--- config.mk ---
export PLATFORM = sky130hd
export DESIGN_NAME = tilt_complementary_filter_unit
export DESIGN_NICKNAME = d
export VERILOG_FILES = /design/src/hdl/tcf_pkg.sv /design/src/hdl/tcf_cordic.sv /design/src/hdl/tilt_complementary_filter_unit.sv
export SDC_FILE = /design/constraint.sdc
export NUM_CORES = 2
export LEC_CHECK = 0
export ABC_AREA = 0
export BUFFER_PORTS_ARGS = -buffer_cell sky130_fd_sc_hd__buf_2
export CAP_MARGIN = 20
export CORE_MARGIN = 2
export CORE_UTILIZATION = 33
export CTS_BUF_LIST = sky130_fd_sc_hd__clkbuf_4 sky130_fd_sc_hd__clkbuf_8
export CTS_CLUSTER_SIZE = 25
export DETAILED_ROUTE_END_ITERATION = 8
export GPL_TIMING_DRIVEN = 0
export RECOVER_POWER = 50
export SLEW_MARGIN = 20
export SYNTH_ARGS = -nofsm -noshare
export SYNTH_HDL_FRONTEND = slang
export SYNTH_SLANG_ARGS = --single-unit
--- constraint.sdc ---
create_clock -name clk_i -period 15.3 [get_ports clk_i]
set_input_delay 3.06 -clock clk_i [delete_from_list [all_inputs] [get_ports clk_i]]
set_output_delay 3.06 -clock clk_i [all_outputs]
set_load 0.01 [all_outputs]
--- src/hdl/tcf_pkg.sv ---
// Package for the tilt complementary filter: payload structs, register
// indexes, fixed-point constants, the CORDIC arctangent table, saturation.
// No dependencies.
package tcf_pkg;

  typedef struct packed {
    logic signed [15:0] accel_x_raw;
    logic signed [15:0] accel_z_raw;
    logic signed [15:0] gyro_pitch_raw;
    logic signed [15:0] gyro_yaw_raw;
    logic               publish_pitch;
  } tcf_in_t;

  typedef struct packed {
    logic signed [8:0]  pitch_degrees;
    logic signed [15:0] yaw_degrees;
  } tcf_out_t;

  localparam int unsigned CfgIdxW = 2;

  typedef enum logic [CfgIdxW-1:0] {
    CFG_WEIGHT = 2'd0,
    CFG_PERIOD = 2'd1
  } tcf_cfg_e;

  localparam logic [15:0] WeightRst = 16'd229;
  localparam logic [15:0] PeriodRst = 16'd328;

  // CORDIC datapath
  localparam int unsigned TableLen = 24;
  localparam int unsigned IdxW     = 5;
  localparam int unsigned VecW     = 36;
  localparam int unsigned AngW     = 32;
  localparam logic signed [AngW-1:0] HalfTurn = 32'sd11796480; // 180 deg, Q16.16

  // Divide by 16.4 is *5 then /82
  localparam int unsigned DivW     = 34;
  localparam logic [7:0]  DivConst = 8'd82;
  // ceil(2^32 / 82), exact for dividends below 2^30
  localparam logic [25:0] RecipDiv = 26'd52377650;

  // atan(2^-i) in degrees, Q16.16
  function automatic logic [21:0] atan_deg(input logic [IdxW-1:0] idx);
    logic [21:0] r;
    case (idx)
      5'd0:  r = 22'd2949120;
      5'd1:  r = 22'd1740967;
      5'd2:  r = 22'd919879;
      5'd3:  r = 22'd466945;
      5'd4:  r = 22'd234379;
      5'd5:  r = 22'd117304;
      5'd6:  r = 22'd58666;
      5'd7:  r = 22'd29335;
      5'd8:  r = 22'd14668;
      5'd9:  r = 22'd7334;
      5'd10: r = 22'd3667;
      5'd11: r = 22'd1833;
      5'd12: r = 22'd917;
      5'd13: r = 22'd458;
      5'd14: r = 22'd229;
      5'd15: r = 22'd115;
      5'd16: r = 22'd57;
      5'd17: r = 22'd29;
      5'd18: r = 22'd14;
      5'd19: r = 22'd7;
      5'd20: r = 22'd4;
      5'd21: r = 22'd2;
      5'd22: r = 22'd1;
      default: r = 22'd0;
    endcase
    return r;
  endfunction

  function automatic logic signed [31:0] sat32(input logic signed [51:0] v);
    logic signed [31:0] r;
    if (v > 52'sh0_0000_7FFF_FFFF) begin
      r = 32'sh7FFF_FFFF;
    end else if (v < -52'sh0_0000_8000_0000) begin
      r = -32'sh8000_0000;
    end else begin
      r = v[31:0];
    end
    return r;
  endfunction

endpackage

--- src/hdl/tcf_cordic.sv ---
// Vectoring CORDIC: atan2(y, x) in Q16.16 degrees, one iteration per cycle.
// Depends on tcf_pkg (table, widths).
module tcf_cordic #(
  parameter int unsigned IterN = 16
) (
  input  logic                            clk_i,
  input  logic                            rst_ni,
  input  logic                            start_i,
  input  logic signed [15:0]              y_i,
  input  logic signed [15:0]              x_i,
  output logic                            busy_o,
  output logic signed [tcf_pkg::AngW-1:0] angle_o
);
  import tcf_pkg::*;

  logic signed [VecW-1:0] cx_q, cx_d, cy_q, cy_d;
  logic signed [VecW-1:0] x_ext, y_ext, dx, dy;
  logic signed [AngW-1:0] z_q, z_d, step_ang;
  logic [IdxW-1:0]        it_q, it_d;
  logic                   busy_q, busy_d;

  assign x_ext    = VecW'(x_i);
  assign y_ext    = VecW'(y_i);
  assign dx       = cy_q >>> it_q;
  assign dy       = cx_q >>> it_q;
  assign step_ang = $signed({{(AngW-22){1'b0}}, atan_deg(it_q)});

  always_comb begin
    cx_d   = cx_q;
    cy_d   = cy_q;
    z_d    = z_q;
    it_d   = it_q;
    busy_d = busy_q;
    if (start_i) begin
      it_d = '0;
      if (x_i == 16'sd0 && y_i == 16'sd0) begin
        z_d    = '0;
        busy_d = 1'b0;
      end else if (x_i < 16'sd0) begin
        // mirror into the right half plane, start at +-180
        z_d    = (y_i >= 16'sd0) ? HalfTurn : -HalfTurn;
        cx_d   = (-x_ext) <<< 16;
        cy_d   = (-y_ext) <<< 16;
        busy_d = 1'b1;
      end else begin
        z_d    = '0;
        cx_d   = x_ext <<< 16;
        cy_d   = y_ext <<< 16;
        busy_d = 1'b1;
      end
    end else if (busy_q) begin
      if (cy_q > 0) begin
        cx_d = cx_q + dx;
        cy_d = cy_q - dy;
        z_d  = z_q + step_ang;
      end else begin
        cx_d = cx_q - dx;
        cy_d = cy_q + dy;
        z_d  = z_q - step_ang;
      end
      if (it_q == IdxW'(IterN - 1)) begin
        busy_d = 1'b0;
      end else begin
        it_d = it_q + 1'b1;
      end
    end
  end

  always_ff @(posedge clk_i or negedge rst_ni) begin
    if (!rst_ni) begin
      busy_q <= 1'b0;
      it_q   <= '0;
    end else begin
      busy_q <= busy_d;
      it_q   <= it_d;
    end
  end

  always_ff @(posedge clk_i) begin
    cx_q <= cx_d;
    cy_q <= cy_d;
    z_q  <= z_d;
  end

  assign busy_o  = busy_q;
  assign angle_o = z_q;

endmodule

--- src/hdl/tilt_complementary_filter_unit.sv ---
// Top level of the tilt complementary filter: sequencer, shared multiplier,
// divide by 82 by reciprocal, state and output register. Uses tcf_pkg, tcf_cordic.
//
// channel  dir  handshake              payload
// in       in   in_valid_i/in_ready_o  in_data_i   (tcf_in_t)
// out      out  out_valid_o/out_ready_i out_data_o (tcf_out_t)
// cfg      in   cfg_valid_i/cfg_ready_o cfg_index_i, cfg_data_i
//
// At 16 iterations the CORDIC sets the time from an input transfer to the next possible
// one; the two-half reciprocal divide by 82 and the yaw update run beside it. One 36x27
// multiplier serves all products but the quotient digit times 82 in the divider.
// Reset clears the filter state and loads the register defaults.
// A result waits in the output register; the next item is taken meanwhile
// and only its final load stalls on out_ready_i. Config is always ready.
module tilt_complementary_filter_unit #(
  parameter int unsigned CORDIC_ITERATIONS = 16
) (
  input  logic                               clk_i,
  input  logic                               rst_ni,
  input  logic                               in_valid_i,
  output logic                               in_ready_o,
  input  tcf_pkg::tcf_in_t                   in_data_i,
  output logic                               out_valid_o,
  input  logic                               out_ready_i,
  output tcf_pkg::tcf_out_t                  out_data_o,
  input  logic                               cfg_valid_i,
  output logic                               cfg_ready_o,
  input  logic [tcf_pkg::CfgIdxW-1:0]        cfg_index_i,
  input  logic [15:0]                        cfg_data_i
);
  import tcf_pkg::*;

  localparam int unsigned IterN =
    (CORDIC_ITERATIONS > TableLen) ? TableLen : CORDIC_ITERATIONS;

  typedef enum logic [10:0] {
    S_IDLE   = 11'b00000000001,
    S_MUL0   = 11'b00000000010,
    S_DIVH   = 11'b00000000100,
    S_DIVL   = 11'b00000001000,
    S_MUL1   = 11'b00000010000,
    S_MUL2   = 11'b00000100000,
    S_WAIT   = 11'b00001000000,
    S_BLEND0 = 11'b00010000000,
    S_BLEND1 = 11'b00100000000,
    S_UPD    = 11'b01000000000,
    S_OUT    = 11'b10000000000
  } state_e;

  state_e state_q, state_d;

  logic [15:0]        w_q, w_d, dt_q, dt_d;
  logic signed [31:0] pe_q, pe_d, ya_q, ya_d;
  logic signed [8:0]  held_q, held_d;
  logic signed [15:0] gy_q, gz_q;
  logic               pub_q;
  logic [DivW-1:0]    dq_q, dq_d;
  logic [10:0]        qh_q, qh_d;
  logic               dneg_q, dneg_d;
  logic signed [11:0] rate_q, rate_d;
  logic signed [51:0] acc_q, acc_d;
  tcf_out_t           out_q, out_d;
  logic               out_valid_q, out_valid_d;

  logic                   start;
  logic                   cordic_busy;
  logic signed [AngW-1:0] acc_pitch;

  logic signed [35:0] mul_a;
  logic signed [26:0] mul_b;
  logic signed [62:0] mul_p;

  logic signed [34:0] m5;
  logic [34:0]        m5_mag;
  logic signed [18:0] gz5;
  logic [18:0]        gz5_mag;
  logic [10:0]        rate_mag;
  logic signed [32:0] yaw_sum;
  logic signed [27:0] step;
  logic signed [33:0] diff;
  logic [16:0]        w_compl;
  logic [10:0]        qh_new;
  logic [17:0]        qh_x82;
  logic [6:0]         rh;
  logic signed [51:0] blend_sh;
  logic signed [15:0] pitch_deg, yaw_deg;
  logic signed [8:0]  held_new;

  function automatic logic signed [15:0] trunc_deg(input logic signed [31:0] v);
    logic signed [15:0] f;
    f = v[31:16];
    if (v[31] && v[15:0] != 16'd0) begin
      f = f + 16'sd1;
    end
    return f;
  endfunction

  assign start = in_valid_i & in_ready_o;

  tcf_cordic #(
    .IterN (IterN)
  ) u_cordic (
    .clk_i   (clk_i),
    .rst_ni  (rst_ni),
    .start_i (start),
    .y_i     (in_data_i.accel_x_raw),
    .x_i     (in_data_i.accel_z_raw),
    .busy_o  (cordic_busy),
    .angle_o (acc_pitch)
  );

  // shared multiplier operand select
  assign w_compl = 17'h10000 - {1'b0, w_q};
  assign step    = dneg_q ? -$signed({1'b0, dq_q[26:0]}) : $signed({1'b0, dq_q[26:0]});
  assign diff    = 34'(pe_q) - 34'(step);
  assign gz5     = (19'(gz_q) <<< 2) + 19'(gz_q);
  assign gz5_mag = gz5[18] ? 19'(-gz5) : 19'(gz5);

  always_comb begin
    mul_a = '0;
    mul_b = '0;
    case (state_q)
      S_MUL0: begin
        mul_a = 36'(gy_q);
        mul_b = $signed({11'b0, dt_q});
      end
      S_DIVH: begin
        mul_a = $signed({19'b0, dq_q[DivW-1:17]});
        mul_b = $signed({1'b0, RecipDiv});
      end
      S_DIVL: begin
        mul_a = $signed({12'b0, dq_q[23:0]});
        mul_b = $signed({1'b0, RecipDiv});
      end
      S_MUL1: begin
        mul_a = $signed({17'b0, gz5_mag});
        mul_b = $signed({1'b0, RecipDiv});
      end
      S_MUL2: begin
        mul_a = 36'(rate_q);
        mul_b = $signed({11'b0, dt_q});
      end
      S_BLEND0: begin
        mul_a = 36'(diff);
        mul_b = $signed({10'b0, w_compl});
      end
      S_BLEND1: begin
        mul_a = 36'(acc_pitch);
        mul_b = $signed({11'b0, w_q});
      end
      default: ;
    endcase
  end

  assign mul_p = mul_a * mul_b;

  assign m5       = (35'($signed(mul_p[32:0])) <<< 2) + 35'($signed(mul_p[32:0]));
  assign m5_mag   = m5[34] ? 35'(-m5) : 35'(m5);
  assign rate_mag = mul_p[42:32];
  assign yaw_sum  = 33'(ya_q) + 33'($signed(mul_p[27:0]));
  assign blend_sh = acc_q >>> 16;

  // long division by 82 in two 17-bit digits: high quotient and its remainder
  assign qh_new = mul_p[42:32];
  assign qh_x82 = 18'(qh_new) * 18'(DivConst);
  assign rh     = 7'(dq_q[DivW-1:17] - qh_x82[16:0]);

  assign pitch_deg = trunc_deg(pe_q);
  assign yaw_deg   = trunc_deg(ya_q);

  always_comb begin
    if (pitch_deg > 16'sd255) begin
      held_new = 9'sd255;
    end else if (pitch_deg < -16'sd256) begin
      held_new = -9'sd256;
    end else begin
      held_new = pitch_deg[8:0];
    end
  end

  always_comb begin
    state_d     = state_q;
    pe_d        = pe_q;
    ya_d        = ya_q;
    held_d      = held_q;
    dq_d        = dq_q;
    qh_d        = qh_q;
    dneg_d      = dneg_q;
    rate_d      = rate_q;
    acc_d       = acc_q;
    out_d       = out_q;
    out_valid_d = out_valid_q & ~out_ready_i;
    unique case (state_q)
      S_IDLE: begin
        if (start) begin
          state_d = S_MUL0;
        end
      end
      S_MUL0: begin
        dneg_d  = m5[34];
        dq_d    = m5_mag[DivW-1:0];
        state_d = S_DIVH;
      end
      S_DIVH: begin
        qh_d    = qh_new;
        dq_d    = DivW'({rh, dq_q[16:0]});
        state_d = S_DIVL;
      end
      S_DIVL: begin
        dq_d    = DivW'({qh_q, mul_p[48:32]});
        state_d = S_MUL1;
      end
      S_MUL1: begin
        rate_d  = gz5[18] ? -$signed({1'b0, rate_mag}) : $signed({1'b0, rate_mag});
        state_d = S_MUL2;
      end
      S_MUL2: begin
        ya_d    = sat32(52'(yaw_sum));
        state_d = S_WAIT;
      end
      S_WAIT: begin
        if (!cordic_busy) begin
          state_d = S_BLEND0;
        end
      end
      S_BLEND0: begin
        acc_d   = $signed(mul_p[51:0]);
        state_d = S_BLEND1;
      end
      S_BLEND1: begin
        acc_d   = acc_q + $signed(mul_p[51:0]);
        state_d = S_UPD;
      end
      S_UPD: begin
        pe_d    = sat32(blend_sh);
        state_d = S_OUT;
      end
      S_OUT: begin
        if (!out_valid_q || out_ready_i) begin
          if (pub_q) begin
            held_d              = held_new;
            out_d.pitch_degrees = held_new;
          end else begin
            out_d.pitch_degrees = held_q;
          end
          out_d.yaw_degrees = yaw_deg;
          out_valid_d       = 1'b1;
          state_d           = S_IDLE;
        end
      end
      default: state_d = S_IDLE;
    endcase
  end

  always_comb begin
    w_d  = w_q;
    dt_d = dt_q;
    if (cfg_valid_i) begin
      unique case (cfg_index_i)
        CFG_WEIGHT: w_d  = cfg_data_i;
        CFG_PERIOD: dt_d = cfg_data_i;
        default: ;
      endcase
    end
  end

  always_ff @(posedge clk_i or negedge rst_ni) begin
    if (!rst_ni) begin
      state_q     <= S_IDLE;
      w_q         <= WeightRst;
      dt_q        <= PeriodRst;
      pe_q        <= '0;
      ya_q        <= '0;
      held_q      <= '0;
      out_valid_q <= 1'b0;
    end else begin
      state_q     <= state_d;
      w_q         <= w_d;
      dt_q        <= dt_d;
      pe_q        <= pe_d;
      ya_q        <= ya_d;
      held_q      <= held_d;
      out_valid_q <= out_valid_d;
    end
  end

  always_ff @(posedge clk_i) begin
    if (start) begin
      gy_q  <= in_data_i.gyro_pitch_raw;
      gz_q  <= in_data_i.gyro_yaw_raw;
      pub_q <= in_data_i.publish_pitch;
    end
    dq_q   <= dq_d;
    qh_q   <= qh_d;
    dneg_q <= dneg_d;
    rate_q <= rate_d;
    acc_q  <= acc_d;
    out_q  <= out_d;
  end

  assign in_ready_o  = (state_q == S_IDLE);
  assign cfg_ready_o = 1'b1;
  assign out_valid_o = out_valid_q;
  assign out_data_o  = out_q;

endmodule

==> impl_metrics.yaml <==
cts:
  h-tree-depth: 3
  numCtsBuffers: 79
  cts_root_buffer: "clkbuf_8"
  tritoncts: "yes"
  clk_pin_slew_ns: 0.06
  clk_latency_ns: 0.86
  cts_hold_buf: 0
  cts_buffer_depth: 3
  cts_sinks: 395
worst_setup_path:
  cp_max_fo: 10
  endpoint_kind: "flop"
  crit_slowest_cell: "or4_1"
  worst_path_most_repeated_cell: "fa_1"
  start_kind: "flop"
  critical_path_class: "flop to flop"
  critPathRequiredTime_ns: 15.86
  max_stage_delay_ns: 0.64
  rr_worst_depth: 49
  critPathArrivalTime_ns: 15.35
layout:
  final_layout_size_suffix_gt1_frac: 0.0859
  areaGrowthSynthToFinish_pct: 10.8
  final_cell_mix: "inv_1 (1027), nand2_1 (779), fa_1 (718), nor2_1 (608), ha_1 (490)"
  fillers: 19800
  final_core_util: 0.367
  final_common_cell: "inv_1"
  instances_no_fill: 10200
  final_nets: 8891
  regArea_um2: 11300
  multi_input_area_um2: 48800
synth:
  synth-edff-count: 272
  synth_cell_types: 104
  synth_area_um2: 64400
  synth_top_family_by_area: "adder cells"
  seq_area_frac_synth: 0.175
  syn_inst: 7311
  yosysWarningCount: 0
  async_reset_ff_frac: 0.311
  synth_compound_area_frac: 0.158
  avgSynthCellArea_um2: 8.81
  synthMuxAreaShare: 0.0515
  yosys.area_share.simple: 0.148
  synthAdderAreaFrac: 0.321
  ys.flop_type: "edfxtp_1"
  synthXorXnorAreaFrac: 0.0666
  synth_seq_cells: 395
placement:
  io_buffers: 114
  place_inst: 10000
  preCtsSetupSlack_ns: -1.70
  dpl.hpwl_um: 216000
  place_congestion: 1.01
grt:
  grt_pass1_vias: 57300
  gr-usage-all-layers: 0.260
  grt_antenna_before_repair: 14
  grt_max_degree: 80
  grt_overflow: 0
  use_met1: 0.310
  busiest_layer: "met2"
  grt_pass1_wl_um: 382000
  gr-usage-met2: 0.425
  grt_use_met3: 0.0423
floorplanning:
  rows: 162
  fp.dieH_um: 446
  die_width_um: 446
  start_util: 0.331
  die_area_um2: 199000
  ios: 116
  coreArea_um2: 194000
timing:
  max_freq_mhz: 67.6
  postLayoutSetupSlackWorst_ns: 0.508
  tns_ns: 0
  final.period_utilization: 0.967
  setup_viol: 0
  fin_crit_ns: 14.79
  hold_viol: 0
  slew_headroom: -2.28
  slew_viol_final: 198
  worst_slew_pin_slew_ns: 4.92
  fin_skew_ns: 0.0732
  hold_slack_ns: 0.505
drt:
  wire_per_inst_um: 25.6
  num_vias: 57100
  dr.first_iter.drc_count: 5614
  via_per_inst: 5.59
  drc: 0
  wl_um: 261000
  first_pass_iters: 8
  detail-route-antenna-nets: 0
hold_path:
  hold_path.class: "flop to flop"
  holdPathStages: 1
run_status:
  status: "complete, but fails checks"
  violations: "max-capacitance violations, max-slew violations"
power_and_ir_drop:
  peakVddDrop_v: 0.000276
  p_leak_nw: 31.8
  power.density_nw_per_um2: 227
job:
  drv_cap: 4
what timing repair did:
action | 4_1_cts | 5_1_grt
setup endpoints to repair | 13 | 74
hold endpoints to repair | 0 | 0
gates resized for setup | 34 | 64
pin swaps | 1 | 12
setup buffers | 3 | 16
path summary, 6_finish.rpt:
kind	start	slack [ns]	to
min reg2reg	dt_q[14]	0.50	dt_q[14]
min	dt_q[14]	0.50	dt_q[14]
max in group asynchronous	rst_ni	6.38	w_q[9]
min in group asynchronous	rst_ni	3.08	held_q[3]
max	dq_q[9]	0.51	acc_q[51]
max reg2reg	dq_q[9]	0.51	acc_q[51]
registers in the layout (all words and copies together), names as in the netlist:
register and count:
dq_q 34, u_cordic.cx_q 36, gy_q 16, u_cordic.it_q 5
u_cordic.angle_o 32, held_q 9, gz_q 16, w_q 16
dt_q 16, dneg_q 1, state_q 11, ya_q 32
out_data_o 25, qh_q 11, out_valid_o 1, rate_q 12
u_cordic.busy_o 1, pub_q 1, u_cordic.cy_q 36, pe_q 32
acc_q 52
worst max-delay path, delay by kind of cell, from the launching register on:
kind	cells	cell delay, ns
flip-flops	1	0.50
adder cells (fa/ha/maj)	10	4.79
XOR/XNOR	4	1.04
AND/OR/NAND/NOR	12	3.00
buffers and inverters	6	0.46
AO/OA/AOI/OAI	17	4.67
synthesized netlist by cell type (21+ instances only):
master    instances  area, um2
a211oi_1         67        503
a21o_1          140       1050
a21oi_1         399       2000
a221o_1          21        210
a221oi_1         28        245
a22oi_1          29        218
a31oi_1          47        294
and2_1           90        563
and3_1           37        231
buf_1            31        116
clkbuf_1        226        848
dfrtp_1         114       2850
edfxtp_1        272       8170
fa_1            718      14400
ha_1            492       6160
inv_1          1027       3850
mux2_2           66        743
mux2i_1          59        591
mux4_2           76       1710
nand2_1         779       2920
nand2b_1         93        582
nand3_1          93        465
nand4_1          29        181
nor2_1          612       2300
nor2b_1          45        282
nor3_1           94        470
nor4_1           29        181
o211ai_1         36        270
o21a_1           45        338
o21ai_0         415       2080
o21bai_1         44        330
o31ai_1          60        450
or2_2            40        250
or3_1            47        294
or4_1            27        203
xnor2_1         273       2390
xor2_1          214       1870
routing by layer:
metal | routed length (um) | vias up
li1 | - | 25400
met5 | 60 | -
met4 | 22700 | 8
met3 | 18800 | 732
met1 | 99200 | 28400
met2 | 121000 | 2500
power by group:
group | leakage, nW | switching (mW) | internal, mW
Sequential | 4.25 | 0.352 | 1.83
Combinational | 26.6 | 8.01 | 4.73
Clock | 0.962 | 0.598 | 0.707
area by class of cell:
type / count / area share
multi-input combinational: 5630 / 0.684
sequential: 395 / 0.158
inverter: 1034 / 0.0544
tap: 2542 / 0.0446
clock buffer: 115 / 0.0201
buffer: 280 / 0.0174
timing repair buffer: 173 / 0.0163
clock inverter: 31 / 0.00556
antenna: 8 / 0.000281
stage by stage:
step                instance area [um2]  power (mW)
finish                            71400        16.2
global route                      71300        17.3
CTS                               71100        16.0
detailed placement                69100        14.5
global placement                  68300        14.3
floorplan                         64500        10.6
cell families (layout without fill, tap and decap cells):
logic type | count (synthesis) | in the layout
xor+xnor | 488 | 488
compound gates | 1578 | 1578
fa+ha+maj | 1224 | 1224
mux | 213 | 213
flops | 395 | 395
other cells | 2 | 49
buf+inv | 1325 | 1633
simple gates | 2086 | 2086
(Power assumes the default switching activity.)
